--- config.mk ---
export PLATFORM = sky130hd
export DESIGN_NAME = tty_output_cooker
export DESIGN_NICKNAME = d
export VERILOG_FILES = /design/src/rtl/tty_pkg.sv /design/src/rtl/tty_cursor.sv /design/src/rtl/tty_emit.sv /design/src/rtl/tty_output_cooker.sv
export SDC_FILE = /design/constraint.sdc
export NUM_CORES = 1
export LEC_CHECK = 0
export BUFFER_PORTS_ARGS = -buffer_cell sky130_fd_sc_hd__buf_2
export CELL_PAD_IN_SITES_DETAIL_PLACEMENT = 0
export CELL_PAD_IN_SITES_GLOBAL_PLACEMENT = 1
export CORE_UTILIZATION = 34
export CTS_CLUSTER_SIZE = 28
export DETAILED_ROUTE_END_ITERATION = 8
export PLACE_DENSITY_LB_ADDON = 0.2
export SYNTH_ARGS = -nofsm -noshare
export SYNTH_HDL_FRONTEND = slang
export SYNTH_SLANG_ARGS = --single-unit
export TNS_END_PERCENT = 20
--- constraint.sdc ---
create_clock -name i_clk -period 5.8 [get_ports i_clk]
set_input_delay 1.16 -clock i_clk [delete_from_list [all_inputs] [get_ports i_clk]]
set_output_delay 1.16 -clock i_clk [all_outputs]
set_load 0.005 [all_outputs]
--- src/rtl/tty_pkg.sv ---
// Shared types, codes and character constants for the tty output cooker.
`timescale 1ns / 1ps

package tty_pkg;

    // Input operation codes
    localparam logic [1:0] OP_PRINT = 2'd0;
    localparam logic [1:0] OP_SET   = 2'd1;
    localparam logic [1:0] OP_CLEAR = 2'd2;

    // Configuration register indexes
    localparam logic [1:0] REG_WIDTH  = 2'd0;
    localparam logic [1:0] REG_HEIGHT = 2'd1;

    localparam logic [7:0] RST_WIDTH  = 8'd80;
    localparam logic [7:0] RST_HEIGHT = 8'd25;

    localparam logic [7:0] CH_BS    = 8'h08;
    localparam logic [7:0] CH_TAB   = 8'h09;
    localparam logic [7:0] CH_LF    = 8'h0A;
    localparam logic [7:0] CH_CR    = 8'h0D;
    localparam logic [7:0] CH_ESC   = 8'h1B;
    localparam logic [7:0] CH_SPACE = 8'h20;

    localparam int TAB_STOP = 8;

    // What one item emits
    typedef enum logic [2:0] {
        BK_EMPTY,
        BK_CHAR,
        BK_NL,
        BK_CR,
        BK_BS,
        BK_TAB,
        BK_CLEAR
    } t_kind;

    // One item's worth of output: byte pattern, result count (1..8), final cursor
    typedef struct packed {
        t_kind      kind;
        logic [7:0] chr;
        logic [3:0] count;
        logic [7:0] column;
        logic [7:0] row;
    } t_burst;

endpackage

--- src/rtl/tty_cursor.sv ---
// Window size registers, cursor state and per-item cursor update.
`timescale 1ns / 1ps

module tty_cursor (
    input  logic                i_clk,
    input  logic                i_rst_n,
    input  logic                i_cfg_write,
    input  logic [1:0]          i_cfg_index,
    input  logic [7:0]          i_cfg_data,
    input  logic                i_accept,
    input  logic [1:0]          i_operation,
    input  logic [7:0]          i_char_code,
    input  logic [7:0]          i_cursor_col,
    input  logic [7:0]          i_cursor_row,
    output tty_pkg::t_burst     o_burst
);
    import tty_pkg::*;

    logic [7:0] r_width, r_height, r_col, r_row;
    logic [7:0] n_col, n_row;
    logic [7:0] eff_w, eff_h, w_m1, h_m1;
    logic [8:0] row_inc, col_inc, tab_stop, tab_n;
    logic [7:0] nl_row;
    t_burst     burst;

    assign eff_w = (r_width  == 8'd0) ? 8'd1 : r_width;
    assign eff_h = (r_height == 8'd0) ? 8'd1 : r_height;
    assign w_m1  = eff_w - 8'd1;
    assign h_m1  = eff_h - 8'd1;

    assign row_inc = {1'b0, r_row} + 9'd1;
    assign nl_row  = (row_inc >= {1'b0, eff_h}) ? h_m1 : row_inc[7:0];
    assign col_inc = {1'b0, r_col} + 9'd1;

    always_comb begin
        tab_stop = ({1'b0, r_col} + 9'(TAB_STOP)) & ~9'(TAB_STOP - 1);
        if (tab_stop >= {1'b0, eff_w}) begin
            tab_stop = {1'b0, w_m1};
        end
        tab_n = (tab_stop > {1'b0, r_col}) ? (tab_stop - {1'b0, r_col}) : 9'd0;
    end

    always_comb begin
        burst.kind  = BK_EMPTY;
        burst.chr   = i_char_code;
        burst.count = 4'd1;
        n_col       = r_col;
        n_row       = r_row;
        unique case (i_operation)
            OP_PRINT: begin
                priority if (i_char_code == CH_LF) begin
                    burst.kind  = BK_NL;
                    burst.count = 4'd2;
                    n_col       = 8'd0;
                    n_row       = nl_row;
                end else if (i_char_code == CH_CR) begin
                    burst.kind = BK_CR;
                    n_col      = 8'd0;
                end else if (i_char_code == CH_BS) begin
                    if (r_col != 8'd0) begin
                        burst.kind  = BK_BS;
                        burst.count = 4'd3;
                        n_col       = r_col - 8'd1;
                    end
                end else if (i_char_code == CH_TAB) begin
                    // a tab already at its stop emits nothing
                    if (tab_n != 9'd0) begin
                        burst.kind  = BK_TAB;
                        burst.count = tab_n[3:0];
                        n_col       = r_col + tab_n[7:0];
                    end
                end else begin
                    burst.kind = BK_CHAR;
                    if (col_inc >= {1'b0, eff_w}) begin
                        n_col = 8'd0;
                        n_row = nl_row;
                    end else begin
                        n_col = col_inc[7:0];
                    end
                end
            end
            OP_SET: begin
                n_col = (i_cursor_col >= eff_w) ? w_m1 : i_cursor_col;
                n_row = (i_cursor_row >= eff_h) ? h_m1 : i_cursor_row;
            end
            OP_CLEAR: begin
                burst.kind  = BK_CLEAR;
                burst.count = 4'd7;
                n_col       = 8'd0;
                n_row       = 8'd0;
            end
            default: begin
            end
        endcase
        burst.column = n_col;
        burst.row    = n_row;
    end

    assign o_burst = burst;

    always_ff @(posedge i_clk) begin
        if (!i_rst_n) begin
            r_width  <= RST_WIDTH;
            r_height <= RST_HEIGHT;
            r_col    <= 8'd0;
            r_row    <= 8'd0;
        end else if (i_cfg_write) begin
            if (i_cfg_index == REG_WIDTH || i_cfg_index == REG_HEIGHT) begin
                if (i_cfg_index == REG_WIDTH) begin
                    r_width <= i_cfg_data;
                end else begin
                    r_height <= i_cfg_data;
                end
                r_col <= 8'd0;
                r_row <= 8'd0;
            end
        end else if (i_accept) begin
            r_col <= n_col;
            r_row <= n_row;
        end
    end

endmodule

--- src/rtl/tty_emit.sv ---
// Burst queue and serializer: turns one burst into its result transactions.
`timescale 1ns / 1ps

module tty_emit (
    input  logic            i_clk,
    input  logic            i_rst_n,
    input  logic            i_valid,
    output logic            o_ready,
    input  tty_pkg::t_burst i_burst,
    output logic            o_valid,
    input  logic            i_ready,
    output logic [7:0]      o_tx_byte,
    output logic            o_byte_valid,
    output logic            o_last,
    output logic [7:0]      o_column,
    output logic [7:0]      o_row
);
    import tty_pkg::*;

    t_burst     r_cur, r_skid;
    logic       r_cur_vld, r_skid_vld;
    logic [2:0] r_idx;
    logic       take, pop, pop_last, cur_free, is_last;

    function automatic logic [7:0] burst_byte(input t_burst b, input logic [2:0] k);
        logic [7:0] v;
        v = 8'd0;
        unique case (b.kind)
            BK_CHAR: v = b.chr;
            BK_NL:   v = (k == 3'd0) ? CH_CR : CH_LF;
            BK_CR:   v = CH_CR;
            BK_BS:   v = (k == 3'd1) ? CH_SPACE : CH_BS;
            BK_TAB:  v = CH_SPACE;
            BK_CLEAR: begin
                // ESC [ 2 J ESC [ H
                unique case (k)
                    3'd0, 3'd4: v = CH_ESC;
                    3'd1, 3'd5: v = 8'h5B;
                    3'd2:       v = 8'h32;
                    3'd3:       v = 8'h4A;
                    default:    v = 8'h48;
                endcase
            end
            default: v = 8'd0;
        endcase
        return v;
    endfunction

    assign is_last  = ({1'b0, r_idx} == (r_cur.count - 4'd1));
    assign o_ready  = !r_skid_vld;
    assign take     = i_valid && o_ready;
    assign pop      = r_cur_vld && i_ready;
    assign pop_last = pop && is_last;
    assign cur_free = !r_cur_vld || pop_last;

    assign o_valid      = r_cur_vld;
    assign o_tx_byte    = burst_byte(r_cur, r_idx);
    assign o_byte_valid = (r_cur.kind != BK_EMPTY);
    assign o_last       = is_last;
    assign o_column     = r_cur.column;
    assign o_row        = r_cur.row;

    always_ff @(posedge i_clk) begin
        if (!i_rst_n) begin
            r_cur_vld  <= 1'b0;
            r_skid_vld <= 1'b0;
            r_idx      <= 3'd0;
        end else if (cur_free) begin
            r_idx <= 3'd0;
            if (r_skid_vld) begin
                r_cur      <= r_skid;
                r_cur_vld  <= 1'b1;
                r_skid_vld <= 1'b0;
            end else begin
                r_cur_vld <= take;
                if (take) begin
                    r_cur <= i_burst;
                end
            end
        end else begin
            if (pop) begin
                r_idx <= r_idx + 3'd1;
            end
            if (take) begin
                r_skid     <= i_burst;
                r_skid_vld <= 1'b1;
            end
        end
    end

endmodule

--- src/rtl/tty_output_cooker.sv ---
// Top level of the tty output cooker: cursor tracking console byte stream.
`timescale 1ns / 1ps

// Each input transaction prints a character, sets the cursor or clears the
// screen, and yields one to eight result transactions carrying the serial
// bytes (newline as CR LF, backspace as BS SP BS, tab as spaces to the next
// stop of 8, clear as ESC[2J ESC[H); an item that sends nothing yields one
// result with o_byte_valid low. Every result of an item shows the cursor
// after that item and o_last marks its final result. The cursor is updated
// in the cycle an item is taken, so items can be taken every cycle; results
// leave at one per cycle while i_out_ready is high, so an item of n bytes holds
// the output for n results and input is stalled once a second item queues behind it. Writing
// either window size register homes the cursor; write configuration only
// while no results are pending.
module tty_output_cooker (
    input  logic       i_clk,
    input  logic       i_rst_n,
    input  logic       i_cfg_valid,
    output logic       o_cfg_ready,
    input  logic [1:0] i_cfg_index,
    input  logic [7:0] i_cfg_data,
    input  logic       i_in_valid,
    output logic       o_in_ready,
    input  logic [1:0] i_operation,
    input  logic [7:0] i_char_code,
    input  logic [7:0] i_cursor_col,
    input  logic [7:0] i_cursor_row,
    output logic       o_out_valid,
    input  logic       i_out_ready,
    output logic [7:0] o_tx_byte,
    output logic       o_byte_valid,
    output logic       o_last,
    output logic [7:0] o_column,
    output logic [7:0] o_row
);
    import tty_pkg::*;

    t_burst burst;
    logic   in_ready;
    logic   accept;

    assign o_cfg_ready = 1'b1;
    assign o_in_ready  = in_ready;
    assign accept      = i_in_valid && in_ready;

    tty_cursor u_cursor (
        .i_clk        (i_clk),
        .i_rst_n      (i_rst_n),
        .i_cfg_write  (i_cfg_valid),
        .i_cfg_index  (i_cfg_index),
        .i_cfg_data   (i_cfg_data),
        .i_accept     (accept),
        .i_operation  (i_operation),
        .i_char_code  (i_char_code),
        .i_cursor_col (i_cursor_col),
        .i_cursor_row (i_cursor_row),
        .o_burst      (burst)
    );

    tty_emit u_emit (
        .i_clk        (i_clk),
        .i_rst_n      (i_rst_n),
        .i_valid      (i_in_valid),
        .o_ready      (in_ready),
        .i_burst      (burst),
        .o_valid      (o_out_valid),
        .i_ready      (i_out_ready),
        .o_tx_byte    (o_tx_byte),
        .o_byte_valid (o_byte_valid),
        .o_last       (o_last),
        .o_column     (o_column),
        .o_row        (o_row)
    );

endmodule

==> impl_metrics.py, run 1 <==
metrics = {
    "yosys": {
        "synth_most_common_cell": "nand2_1",
        "ys_seq_elements": 99,
        "synth_cells": 872,
        "ys_warn_count": 0,
        "synth_fp_nets": 983,
        "synth_area_um2": 7929,
        "async_flop_share": 0,
        "synth.area.top_cells": "edfxtp_1 (23%), ha_1 (11%), dfxtp_1 (9.3%)",
        "yosysTopAreaCellShare": 0.2348,
        "syn_avg_cell_area_um2": 9.093,
        "yosys-top-cells-count": "nand2_1 (72), ha_1 (68), edfxtp_1 (62)",
        "synth_edf_count": 62,
        "ys_types": 88,
        "ys.flop_type": "edfxtp_1",
        "yosysTopAreaCell": "edfxtp_1",
        "yosysSeqAreaShare": 0.3282,
    },
    "placement": {
        "place.gp.congestion": 0.8559,
        "place_area_um2": 8660,
        "portBuffers": 68,
        "dpl.hpwl_um": 17660,
    },
    "grt": {
        "grt_pass1_wl_um": 35070,
        "grt_overflow": 0,
        "grt_max_degree": 32,
        "antenna_found_initial": 0,
        "grt_use_total": 0.1895,
        "grt_pass1_vias": 6226,
    },
    "timing": {
        "drv_slew": 0,
        "timing.final.crit_share": 0.9749,
        "setup_viol": 0,
        "worstMarginPinSlew_ns": 0.8936,
        "finalHoldViolCount": 0,
        "fin_worst_hold_slack_ns": 0.5100,
        "slew_headroom": 0.4021,
        "fin_crit_ns": 5.654,
        "tns_ns": 0,
        "rsz0062_at_grt": "true",
        "skew_ns": 0.01186,
        "maxClockFrequency_mhz": 176.9,
    },
    "route": {
        "drc": 0,
        "avgRoutedWirePerCell_um": 17.92,
        "drtIter0Drc": 437,
        "wirelength_um": 22770,
        "avgViaCountPerCell": 5.242,
        "drtAntennaViolNets": 0,
        "dr_total_vias": 6662,
        "drt_first_pass_iters": 5,
    },
    "hold_path": {
        "min_path_type": "flip-flop to flip-flop",
        "holdCritStartpoint": "u_cursor.r_height[0]",
        "hold_path_end": "u_cursor.r_height[0]",
        "worstHoldPathCells": 2,
    },
    "setup_path": {
        "critPathSlowestCell": "or4_4",
        "end_kind": "flip-flop",
        "crit_start": "u_cursor.r_width[4]",
        "critPathMaxStageDelay_ns": 0.53,
        "r2r_cells": 27,
        "crit_required_ns": 5.90,
        "worst_setup_path_start_kind": "flip-flop",
        "timing.rr.end": "u_emit.o_column[7]",
        "path_max_fanout": 4,
        "crit_type": "flip-flop to flip-flop",
        "cp.arrival_ns": 5.75,
        "r2r_setup_slack_ns": 0.15,
        "r2r-start": "u_cursor.r_width[4]",
    },
    "clock_tree": {
        "root_buffer": "clkbuf_16",
        "cts.sinks": 99,
        "clk_pin_slew_ns": 0.08,
        "numCtsBuffers": 9,
        "cts_max_level": 3,
        "insertion_delay_ns": 0.36,
        "cts_hold_buf": 0,
        "clockBufferDepth": 2,
        "cts_tree": "built",
    },
    "job": {
        "maxCapViolations": 0,
    },
    "final_layout": {
        "multi_input_area_um2": 5175,
        "fill_cells": 2278,
        "num-nets-final": 1064,
        "drive_above_1_share": 0.2474,
        "regArea_um2": 2605,
        "area_delta_synth_final_pct": 19.06,
        "postLayoutCellArea_um2": 9440,
        "diodes": 0,
    },
    "power": {
        "irDropWorstVdd_v": 0.0001377,
        "seqPwrFrac": 0.418,
        "swShare": 0.3141,
        "p_total_mw": 1.893,
        "power_density_nw_per_um2": 200.6,
        "p_int_mw": 1.299,
        "clockPowerShare": 0.313,
        "p_leak_nw": 3.873,
        "comb_power_share": 0.269,
        "switchingPower_mw": 0.5948,
    },
    "floorplan": {
        "die_x_um": 154.7,
        "fp-row-count": 55,
        "io_pins": 70,
        "fp.coreArea_um2": 22780,
        "dieArea_um2": 23940,
        "initial_utilization": 0.3481,
        "die_h_um": 154.7,
    },
    "status": {
        "status": "complete, no violations",
    },
}
cells by family (layout without fill, tap and decap cells):
| logic type | Yosys count | in the layout | share of synthesized area |
|---|---|---|---|
| compound gates | 213 | 213 | 0.1930 |
| xor+xnor | 40 | 40 | 0.04419 |
| fa+ha+maj | 71 | 71 | 0.1138 |
| buf+inv | 110 | 196 | 0.06139 |
| flops | 99 | 99 | 0.3282 |
| mux | 56 | 56 | 0.07511 |
| other cells | 1 | 1 | 0.0004730 |
| simple gates | 282 | 282 | 0.1838 |
power by group through the flow:
stage               logic (mW)  registers [mW]  clock network (mW)
detailed placement       0.432           0.808                   0
CTS                      0.437           0.792               0.611
floorplan                0.297           0.804                   0
global placement         0.435           0.808                   0
finish                   0.509           0.792               0.592
global route             0.558           0.795               0.632
through the flow:
stage / std cells / setup WS [ns] / util
after floorplan: 872 / 0.07260 / -
final: 1271 / 0.1458 / 0.4144
after global placement: 1237 / -0.01790 / 0.3802
after CTS: 1253 / 0.02587 / 0.3939
after global routing: 1271 / -0.1076 / 0.4144
after detailed placement: 1237 / -0.1263 / 0.3802
worst max-delay path: cells and delay by family, from the launching register on:
family,cells,cell delay [ns]
simple gates,6,1.44
compound gates,13,1.92
flops,1,0.32
mux,2,0.65
fa+ha+maj,3,0.80
buf+inv,3,0.26
layout by cell type (no fill, tap or decap), types with 20 or more instances in the layout:
cell type | netlist | layout
nand2_1 | 72 | 70
edfxtp_1 | 62 | 62
dfxtp_1 | 37 | 35
o21ai_0 | 32 | 31
inv_1 | 56 | 53
mux2i_1 | 31 | 30
xnor2_1 | 31 | 30
nand3_1 | 27 | 25
ha_1 | 68 | 61
a21oi_1 | 42 | 33
nor2_1 | 55 | 48
mux2_2 | 24 | 21
nor2b_1 | 21 | 20
nand2b_1 | 22 | 22
nor3_1 | 26 | 24
buf_2 | 8 | 68
buf_4 | 17 | 45
metal layers:
layer / global-route usage / wire [um] / vias to the layer above
met2: 0.2937 / 10140 / 157
met3: 0.03334 / 892 / 25
li1: - / - / 3361
met5: 0 / 0 / -
met1: 0.2700 / 11380 / 3119
met4: 0.04998 / 360 / 0
layout make-up:
cell class,count,share of cell area
clock buffers,10,0.02425
clock inverters,6,0.006097
inverters,60,0.02386
multi-input cells,663,0.5482
flip-flops and latches,99,0.2759
well taps,313,0.04148
repair buffers,120,0.08019
worst max path at each step:
stage | to | slack (ns) | cells after the start
2_1_floorplan | u_emit.o_column[7] | 0.07 | 29
3_3_place_gp | u_emit.o_column[5] | -0.02 | 26
3_5_place_dp | u_emit.o_column[5] | -0.13 | 28
4_1_cts | u_emit.o_column[7] | 0.03 | 27
5_1_grt | u_emit.o_column[7] | -0.11 | 29
6_report | u_emit.o_column[7] | 0.15 | 27
sequential cells by signal, indices dropped and copies added (netlist names), 8 cells and up:
signal	flops
u_cursor.r_row	8
u_cursor.r_width	8
u_cursor.r_col	8
u_emit.o_column	8
u_emit.o_row	8
u_cursor.r_height	8
u_emit.r_cur	15
u_emit.r_skid	31
what timing repair did:
action	in CTS	in global routing
buffers inserted	0	18
resized for setup	4	70
endpoints found under the setup margin	4	17
pin swaps	0	39
No activity file was read; power rests on OpenSTA's default activity.
==> run 2: changes to the inputs <==
--- a/config.mk
+++ b/config.mk
@@ -14,5 +14,6 @@
 export PLACE_DENSITY_LB_ADDON = 0.2
 export SYNTH_ARGS = -nofsm -noshare
 export SYNTH_HDL_FRONTEND = slang
+export SYNTH_HIERARCHICAL = 1
 export SYNTH_SLANG_ARGS = --single-unit
 export TNS_END_PERCENT = 20
==> run 2 against run 1 <==
Total power up 1.9%. Clock power rose by 8.8%. Worst hold slack lost 0.021 ns. Fmax rose by 2.3%. Non-clock buffer count shrank 3.
==> impl_metrics.py, run 2 <==
metrics = {
    "route": {
        "drtIter0Drc": 378,
        "avgRoutedWirePerCell_um": 17.85,
        "drtAntennaViolNets": 0,
        "avgViaCountPerCell": 5.335,
        "drt_first_pass_iters": 5,
        "drc": 0,
        "wirelength_um": 21930,
        "dr_total_vias": 6557,
    },
    "yosys": {
        "ys_seq_elements": 99,
        "ys.flop_type": "edfxtp_1",
        "yosysTopAreaCellShare": 0.2377,
        "syn_avg_cell_area_um2": 9.004,
        "ys_types": 79,
        "ys_warn_count": 6,
        "synth_area_um2": 7834,
        "synth.area.top_cells": "edfxtp_1 (24%), ha_1 (11%), dfxtp_1 (9.5%)",
        "async_flop_share": 0,
        "yosysSeqAreaShare": 0.3322,
        "yosys-top-cells-count": "nand2_1 (70), ha_1 (68), nor2_1 (63)",
        "yosysTopAreaCell": "edfxtp_1",
        "synth_most_common_cell": "nand2_1",
        "synth_fp_nets": 981,
        "synth_edf_count": 62,
        "synth_cells": 870,
    },
    "setup_path": {
        "path_max_fanout": 7,
        "critPathMaxStageDelay_ns": 0.47,
        "r2r-start": "u_cursor/r_col[3]",
        "end_kind": "flip-flop",
        "critical_path.endpoint": "u_emit/o_column[7]",
        "worst_setup_path_start_kind": "flip-flop",
        "timing.rr.end": "u_emit/o_column[7]",
        "r2r_cells": 27,
        "crit_type": "flip-flop to flip-flop",
        "crit_family": "compound AO/OA/AOI/OAI gates",
        "crit_required_ns": 5.90,
        "cp.arrival_ns": 5.63,
        "crit_buf_inv": 3,
        "crit_start": "u_cursor/r_col[3]",
        "r2r_setup_slack_ns": 0.27,
        "cp.depth": 27,
        "critPathSlowestCell": "dfxtp_1",
    },
    "timing": {
        "skew_ns": 0.01507,
        "slew_headroom": 0.3107,
        "timing.final.crit_share": 0.9531,
        "drv_slew": 0,
        "fin_crit_ns": 5.528,
        "worst_slack_ns": 0.2718,
        "worstMarginPinSlew_ns": 1.029,
        "tns_ns": 0,
        "rsz0062_at_grt": "false",
        "setup_viol": 0,
        "maxClockFrequency_mhz": 180.9,
        "fin_worst_hold_slack_ns": 0.4890,
        "finalHoldViolCount": 0,
    },
    "power": {
        "power_density_nw_per_um2": 211.9,
        "p_total_mw": 1.930,
        "p_leak_nw": 3.701,
        "irDropWorstVdd_v": 0.0001061,
    },
    "hold_path": {
        "min_path_type": "flip-flop to flip-flop",
    },
    "final_layout": {
        "num-nets-final": 1050,
        "postLayoutCellArea_um2": 9106,
        "fill_cells": 2301,
        "area_delta_synth_final_pct": 16.24,
        "reg_top3": "u_emit/r_skid x31, u_emit/r_cur x15",
        "regMostFlops": "u_emit/r_skid",
        "final_common_cell": "nand2_1",
        "largest_reg_flops": 31,
        "diodes": 0,
        "drive_above_1_share": 0.2362,
        "finalCoreUtilization": 0.4022,
        "fin_cells": 1229,
        "final_cell_mix": "nand2_1 (69), buf_2 (68), ha_1 (63), edfxtp_1 (62), nor2_1 (61)",
    },
    "grt": {
        "grt_max_degree": 34,
        "grt_pass1_wl_um": 34720,
        "grt_use_total": 0.1882,
        "grt_overflow": 0,
        "grt_pass1_vias": 6337,
        "antenna_found_initial": 0,
    },
    "clock_tree": {
        "cts.sinks": 99,
        "insertion_delay_ns": 0.36,
        "numCtsBuffers": 9,
        "cts_tree": "built",
        "root_buffer": "clkbuf_16",
        "cts_max_level": 3,
        "clk_pin_slew_ns": 0.08,
        "cts_hold_buf": 0,
        "clockBufferDepth": 2,
    },
    "placement": {
        "place.gp.congestion": 0.8968,
        "dpl.hpwl_um": 17300,
        "portBuffers": 68,
        "place_inst": 1209,
        "place_area_um2": 8568,
        "dpl_worst_slack_ns": -0.03125,
    },
    "floorplan": {
        "fp.coreArea_um2": 22640,
        "io_pins": 70,
        "die_h_um": 153.8,
        "dieArea_um2": 23650,
        "initial_utilization": 0.3460,
        "fp-row-count": 55,
        "die_x_um": 153.8,
    },
    "status": {
        "status": "complete, no violations",
    },
    "job": {
        "maxCapViolations": 0,
    },
}
[run 2: changes by cell type after synthesis, moves of 5 or more]
cell	change
mux2i_1	-15
nand3_1	+14
mux2_2	+11
buf_4	+8
nor2_1	+8
o211ai_1	-8
nor3_1	-7
a21boi_0	+6
and2_1	+6
nand2b_1	-6
o21ai_1	-6
inv_1	+5
xnor2_1	-5
[run 2: final cells by class]
type	count	area, um2	share of cell area
multi-input combinational	651	4886	0.5365
sequential	99	2606	0.2862
timing repair buffer	117	711.9	0.07818
tap	285	356.6	0.03916
inverter	61	229.0	0.02514
clock buffer	9	225.2	0.02473
clock inverter	7	91.34	0.01003
[run 2: worst min path at each step]
| stage | from | to | slack, ns | depth (start not counted) |
|---|---|---|---|---|
| 2_1_floorplan | u_cursor/r_height[4] | u_cursor/r_height[4] | 0.46 | 2 |
| 3_3_place_gp | u_cursor/r_height[4] | u_cursor/r_height[4] | 0.48 | 2 |
| 3_5_place_dp | u_cursor/r_height[0] | u_cursor/r_height[0] | 0.48 | 2 |
| 4_1_cts | u_cursor/r_height[0] | u_cursor/r_height[0] | 0.49 | 2 |
| 5_1_grt | u_cursor/r_height[0] | u_cursor/r_height[0] | 0.51 | 2 |
| 6_report | u_cursor/r_height[0] | u_cursor/r_height[0] | 0.49 | 2 |
[run 2: metal layers]
layer / routed length (um) / part of all wire / global-route usage / vias up
li1: - / - / - / 3275
met1: 10890 / 0.50 / 0.2632 / 3097
met2: 9672 / 0.44 / 0.2991 / 159
met3: 1019 / 0.046 / 0.03129 / 26
met4: 352 / 0.016 / 0.05000 / 0
met5: 0 / 0 / 0 / -
[run 2: worst register-to-register path: cells and delay by family, from the launching register on]
kind	cells	cell delay, ns
AOI/OAI and AO/OA	11	1.75
adders and majority gates	4	1.01
muxes	3	0.76
and+or+nand+nor	4	0.63
DFF	1	0.47
xor gates and xnor gates	2	0.44
buffers and inverters	3	0.21
[run 2: cells by family after synthesis]
logic type | after synthesis | synth area share
other | 1 | 0.0004787
muxes | 51 | 0.07076
and+or+nand+nor | 288 | 0.1843
DFF | 99 | 0.3322
AOI/OAI and AO/OA | 202 | 0.1826
buffers and inverters | 120 | 0.07139
adders and majority gates | 70 | 0.1137
xor gates and xnor gates | 39 | 0.04456
[run 2: power by group]
group          switching, mW  internal [mW]  leakage (nW)
Combinational          0.276          0.204          2.67
Sequential            0.0218          0.784         0.882
Clock                  0.298          0.346         0.152
Total                  0.596           1.33          3.70
[run 2: timing repair]
item | in CTS | in global routing
pin swaps | 0 | 14
endpoints found under the setup margin | 2 | 19
gates resized for setup | 3 | 42
buffers inserted | 0 | 4
==> run 3: changes to the inputs <==
--- a/config.mk
+++ b/config.mk
@@ -9,11 +9,11 @@
 export CELL_PAD_IN_SITES_DETAIL_PLACEMENT = 0
 export CELL_PAD_IN_SITES_GLOBAL_PLACEMENT = 1
 export CORE_UTILIZATION = 34
-export CTS_CLUSTER_SIZE = 28
+export CTS_CLUSTER_SIZE = 8
 export DETAILED_ROUTE_END_ITERATION = 8
 export PLACE_DENSITY_LB_ADDON = 0.2
+export REMOVE_ABC_BUFFERS = 1
 export SYNTH_ARGS = -nofsm -noshare
 export SYNTH_HDL_FRONTEND = slang
-export SYNTH_HIERARCHICAL = 1
 export SYNTH_SLANG_ARGS = --single-unit
 export TNS_END_PERCENT = 20
==> run 3 against run 2 <==
Register-to-register slack got worse by 0.16 ns. Die area grew 1.2%. Utilization up 1.7 points. First-iteration DRC count is 7.1% higher. Design area increased by 4.9%. Global-route usage is 0.98 points higher.
==> impl_metrics.py, run 3 (synthesized netlist as in run 1, its figures left out) <==
metrics = {
    "setup_path": {
        "crit_type": "flip-flop to flip-flop",
        "critPathMaxStageDelay_ns": 0.54,
        "crit_buf_inv": 3,
        "worst_setup_path_start_kind": "flip-flop",
        "end_kind": "flip-flop",
        "cp.arrival_ns": 5.79,
        "crit_required_ns": 5.91,
        "crit_family": "simple AND/OR/NAND/NOR gates",
        "path_max_fanout": 8,
        "critPathSlowestCell": "or4_4",
    },
    "timing": {
        "tns_ns": 0,
        "worst_slack_ns": 0.1160,
        "drv_slew": 0,
        "slew_headroom": 0.4031,
        "worstMarginPinSlew_ns": 0.8920,
        "setup_viol": 0,
        "finalHoldViolCount": 0,
        "skew_ns": 0.006490,
        "fin_crit_ns": 5.684,
        "maxClockFrequency_mhz": 175.9,
        "timing.final.crit_share": 0.9800,
        "fin_worst_hold_slack_ns": 0.4944,
        "rsz0062_at_grt": "true",
    },
    "power": {
        "clockPowerShare": 0.313,
        "swShare": 0.3197,
        "power_density_nw_per_um2": 201.3,
        "irDropWorstVdd_v": 0.0001641,
        "p_total_mw": 1.922,
        "seqPwrFrac": 0.412,
        "p_int_mw": 1.308,
        "comb_power_share": 0.275,
        "switchingPower_mw": 0.6145,
        "p_leak_nw": 3.900,
    },
    "floorplan": {
        "fp-row-count": 55,
        "die_x_um": 154.7,
        "dieArea_um2": 23940,
        "io_pins": 70,
        "die_h_um": 154.7,
        "fp.coreArea_um2": 22780,
        "initial_utilization": 0.3481,
    },
    "final_layout": {
        "reg_top3": "u_emit.r_skid x31, u_emit.r_cur x15",
        "postLayoutCellArea_um2": 9549,
        "largest_reg_flops": 31,
        "num-nets-final": 1075,
        "final_common_cell": "nand2_1",
        "area_delta_synth_final_pct": 20.44,
        "drive_above_1_share": 0.2642,
        "diodes": 0,
        "regMostFlops": "u_emit.r_skid",
        "final_cell_mix": "nand2_1 (70), buf_2 (68), edfxtp_1 (62), ha_1 (57), buf_4 (56)",
    },
    "clock_tree": {
        "insertion_delay_ns": 0.35,
        "cts.sinks": 99,
        "clockBufferDepth": 2,
        "cts_max_level": 3,
        "root_buffer": "clkbuf_16",
        "numCtsBuffers": 9,
        "clk_pin_slew_ns": 0.08,
        "cts_tree": "built",
    },
    "hold_path": {
        "min_path_type": "flip-flop to flip-flop",
    },
    "grt": {
        "grt_max_degree": 32,
        "antenna_found_initial": 0,
        "grt_overflow": 0,
        "grt_pass1_vias": 6572,
        "grt_use_total": 0.1980,
        "grt_pass1_wl_um": 36770,
    },
    "placement": {
        "place_area_um2": 8740,
        "portBuffers": 68,
        "dpl.hpwl_um": 17660,
        "place.gp.congestion": 0.8222,
        "dpl_worst_slack_ns": -0.1315,
    },
    "route": {
        "drt_first_pass_iters": 5,
        "dr_total_vias": 6751,
        "drtAntennaViolNets": 0,
        "wirelength_um": 23620,
        "avgViaCountPerCell": 5.266,
        "drc": 0,
        "avgRoutedWirePerCell_um": 18.42,
        "drtIter0Drc": 405,
    },
    "job": {
        "maxCapViolations": 0,
    },
    "status": {
        "status": "complete, no violations",
    },
}
run 3: changes by cell type in the layout (fill, tap and decap cells not counted), sizes merged, moves of 5 or more:
cell,delta
a21boi,-6
and2,-5
buf,+14
mux2,-10
mux2i,+15
nand2b,+6
nand3,-14
nor2,-7
nor3,+8
o211ai,+8
o21ai,+6
run 3: metal layers:
layer,vias up,track usage,share of wire
li1,3368,-,-
met1,3170,0.2843,0.50
met2,185,0.3135,0.45
met3,28,0.02830,0.037
met4,0,0.04290,0.017
met5,-,0,0
run 3: worst paths after layout:
path,start,endpoint,slack [ns],cells past startpoint
min reg2reg,u_emit.o_valid,u_emit.r_idx[1],0.49,2
max reg2reg,u_cursor.r_width[4],u_emit.o_column[5],0.12,28
max,u_cursor.r_width[4],u_emit.o_column[5],0.12,28
min,u_emit.o_valid,u_emit.r_idx[1],0.49,2
run 3: metrics by stage:
stage | util | cells
final | 0.4192 | 1282
after global placement | 0.3837 | 1246
after detailed placement | 0.3837 | 1246
after floorplan | - | 822
after CTS | 0.3973 | 1262
after global routing | 0.4192 | 1282
run 3: power by group through the flow:
stage	combinational [mW]	sequential [mW]	clock [mW]
4_1_cts	0.442	0.792	0.615
3_5_place_dp	0.437	0.808	0
3_3_place_gp	0.441	0.808	0
5_1_grt	0.580	0.796	0.642
2_1_floorplan	0.272	0.810	0
6_report	0.529	0.792	0.601
run 3: layout make-up:
| cell class | instances | area (um2) |
|---|---|---|
| well taps | 313 | 391.6 |
| clock buffers | 9 | 225.2 |
| clock inverters | 7 | 60.06 |
| flip-flops and latches | 99 | 2605 |
| inverters | 60 | 225.2 |
| repair buffers | 131 | 848.3 |
| fillers | 2260 | 13230 |
| multi-input cells | 663 | 5194 |
run 3: worst reg2reg max path: cells and delay by family, from the launching register on:
kind	cells	cell delay, ns
AND/OR/NAND/NOR	8	1.67
AO/OA/AOI/OAI	11	1.65
adder cells (fa/ha/maj)	3	0.68
multiplexers	2	0.53
buffers and inverters	3	0.37
flip-flops	1	0.32
XOR/XNOR	1	0.21
run 3: timing repair:
action	in CTS	in global routing
setup endpoints to repair	2	16
gates resized for setup	5	74
setup buffers	0	20
hold endpoints to repair	0	0
pin swaps	2	43
hold buffers	0	0
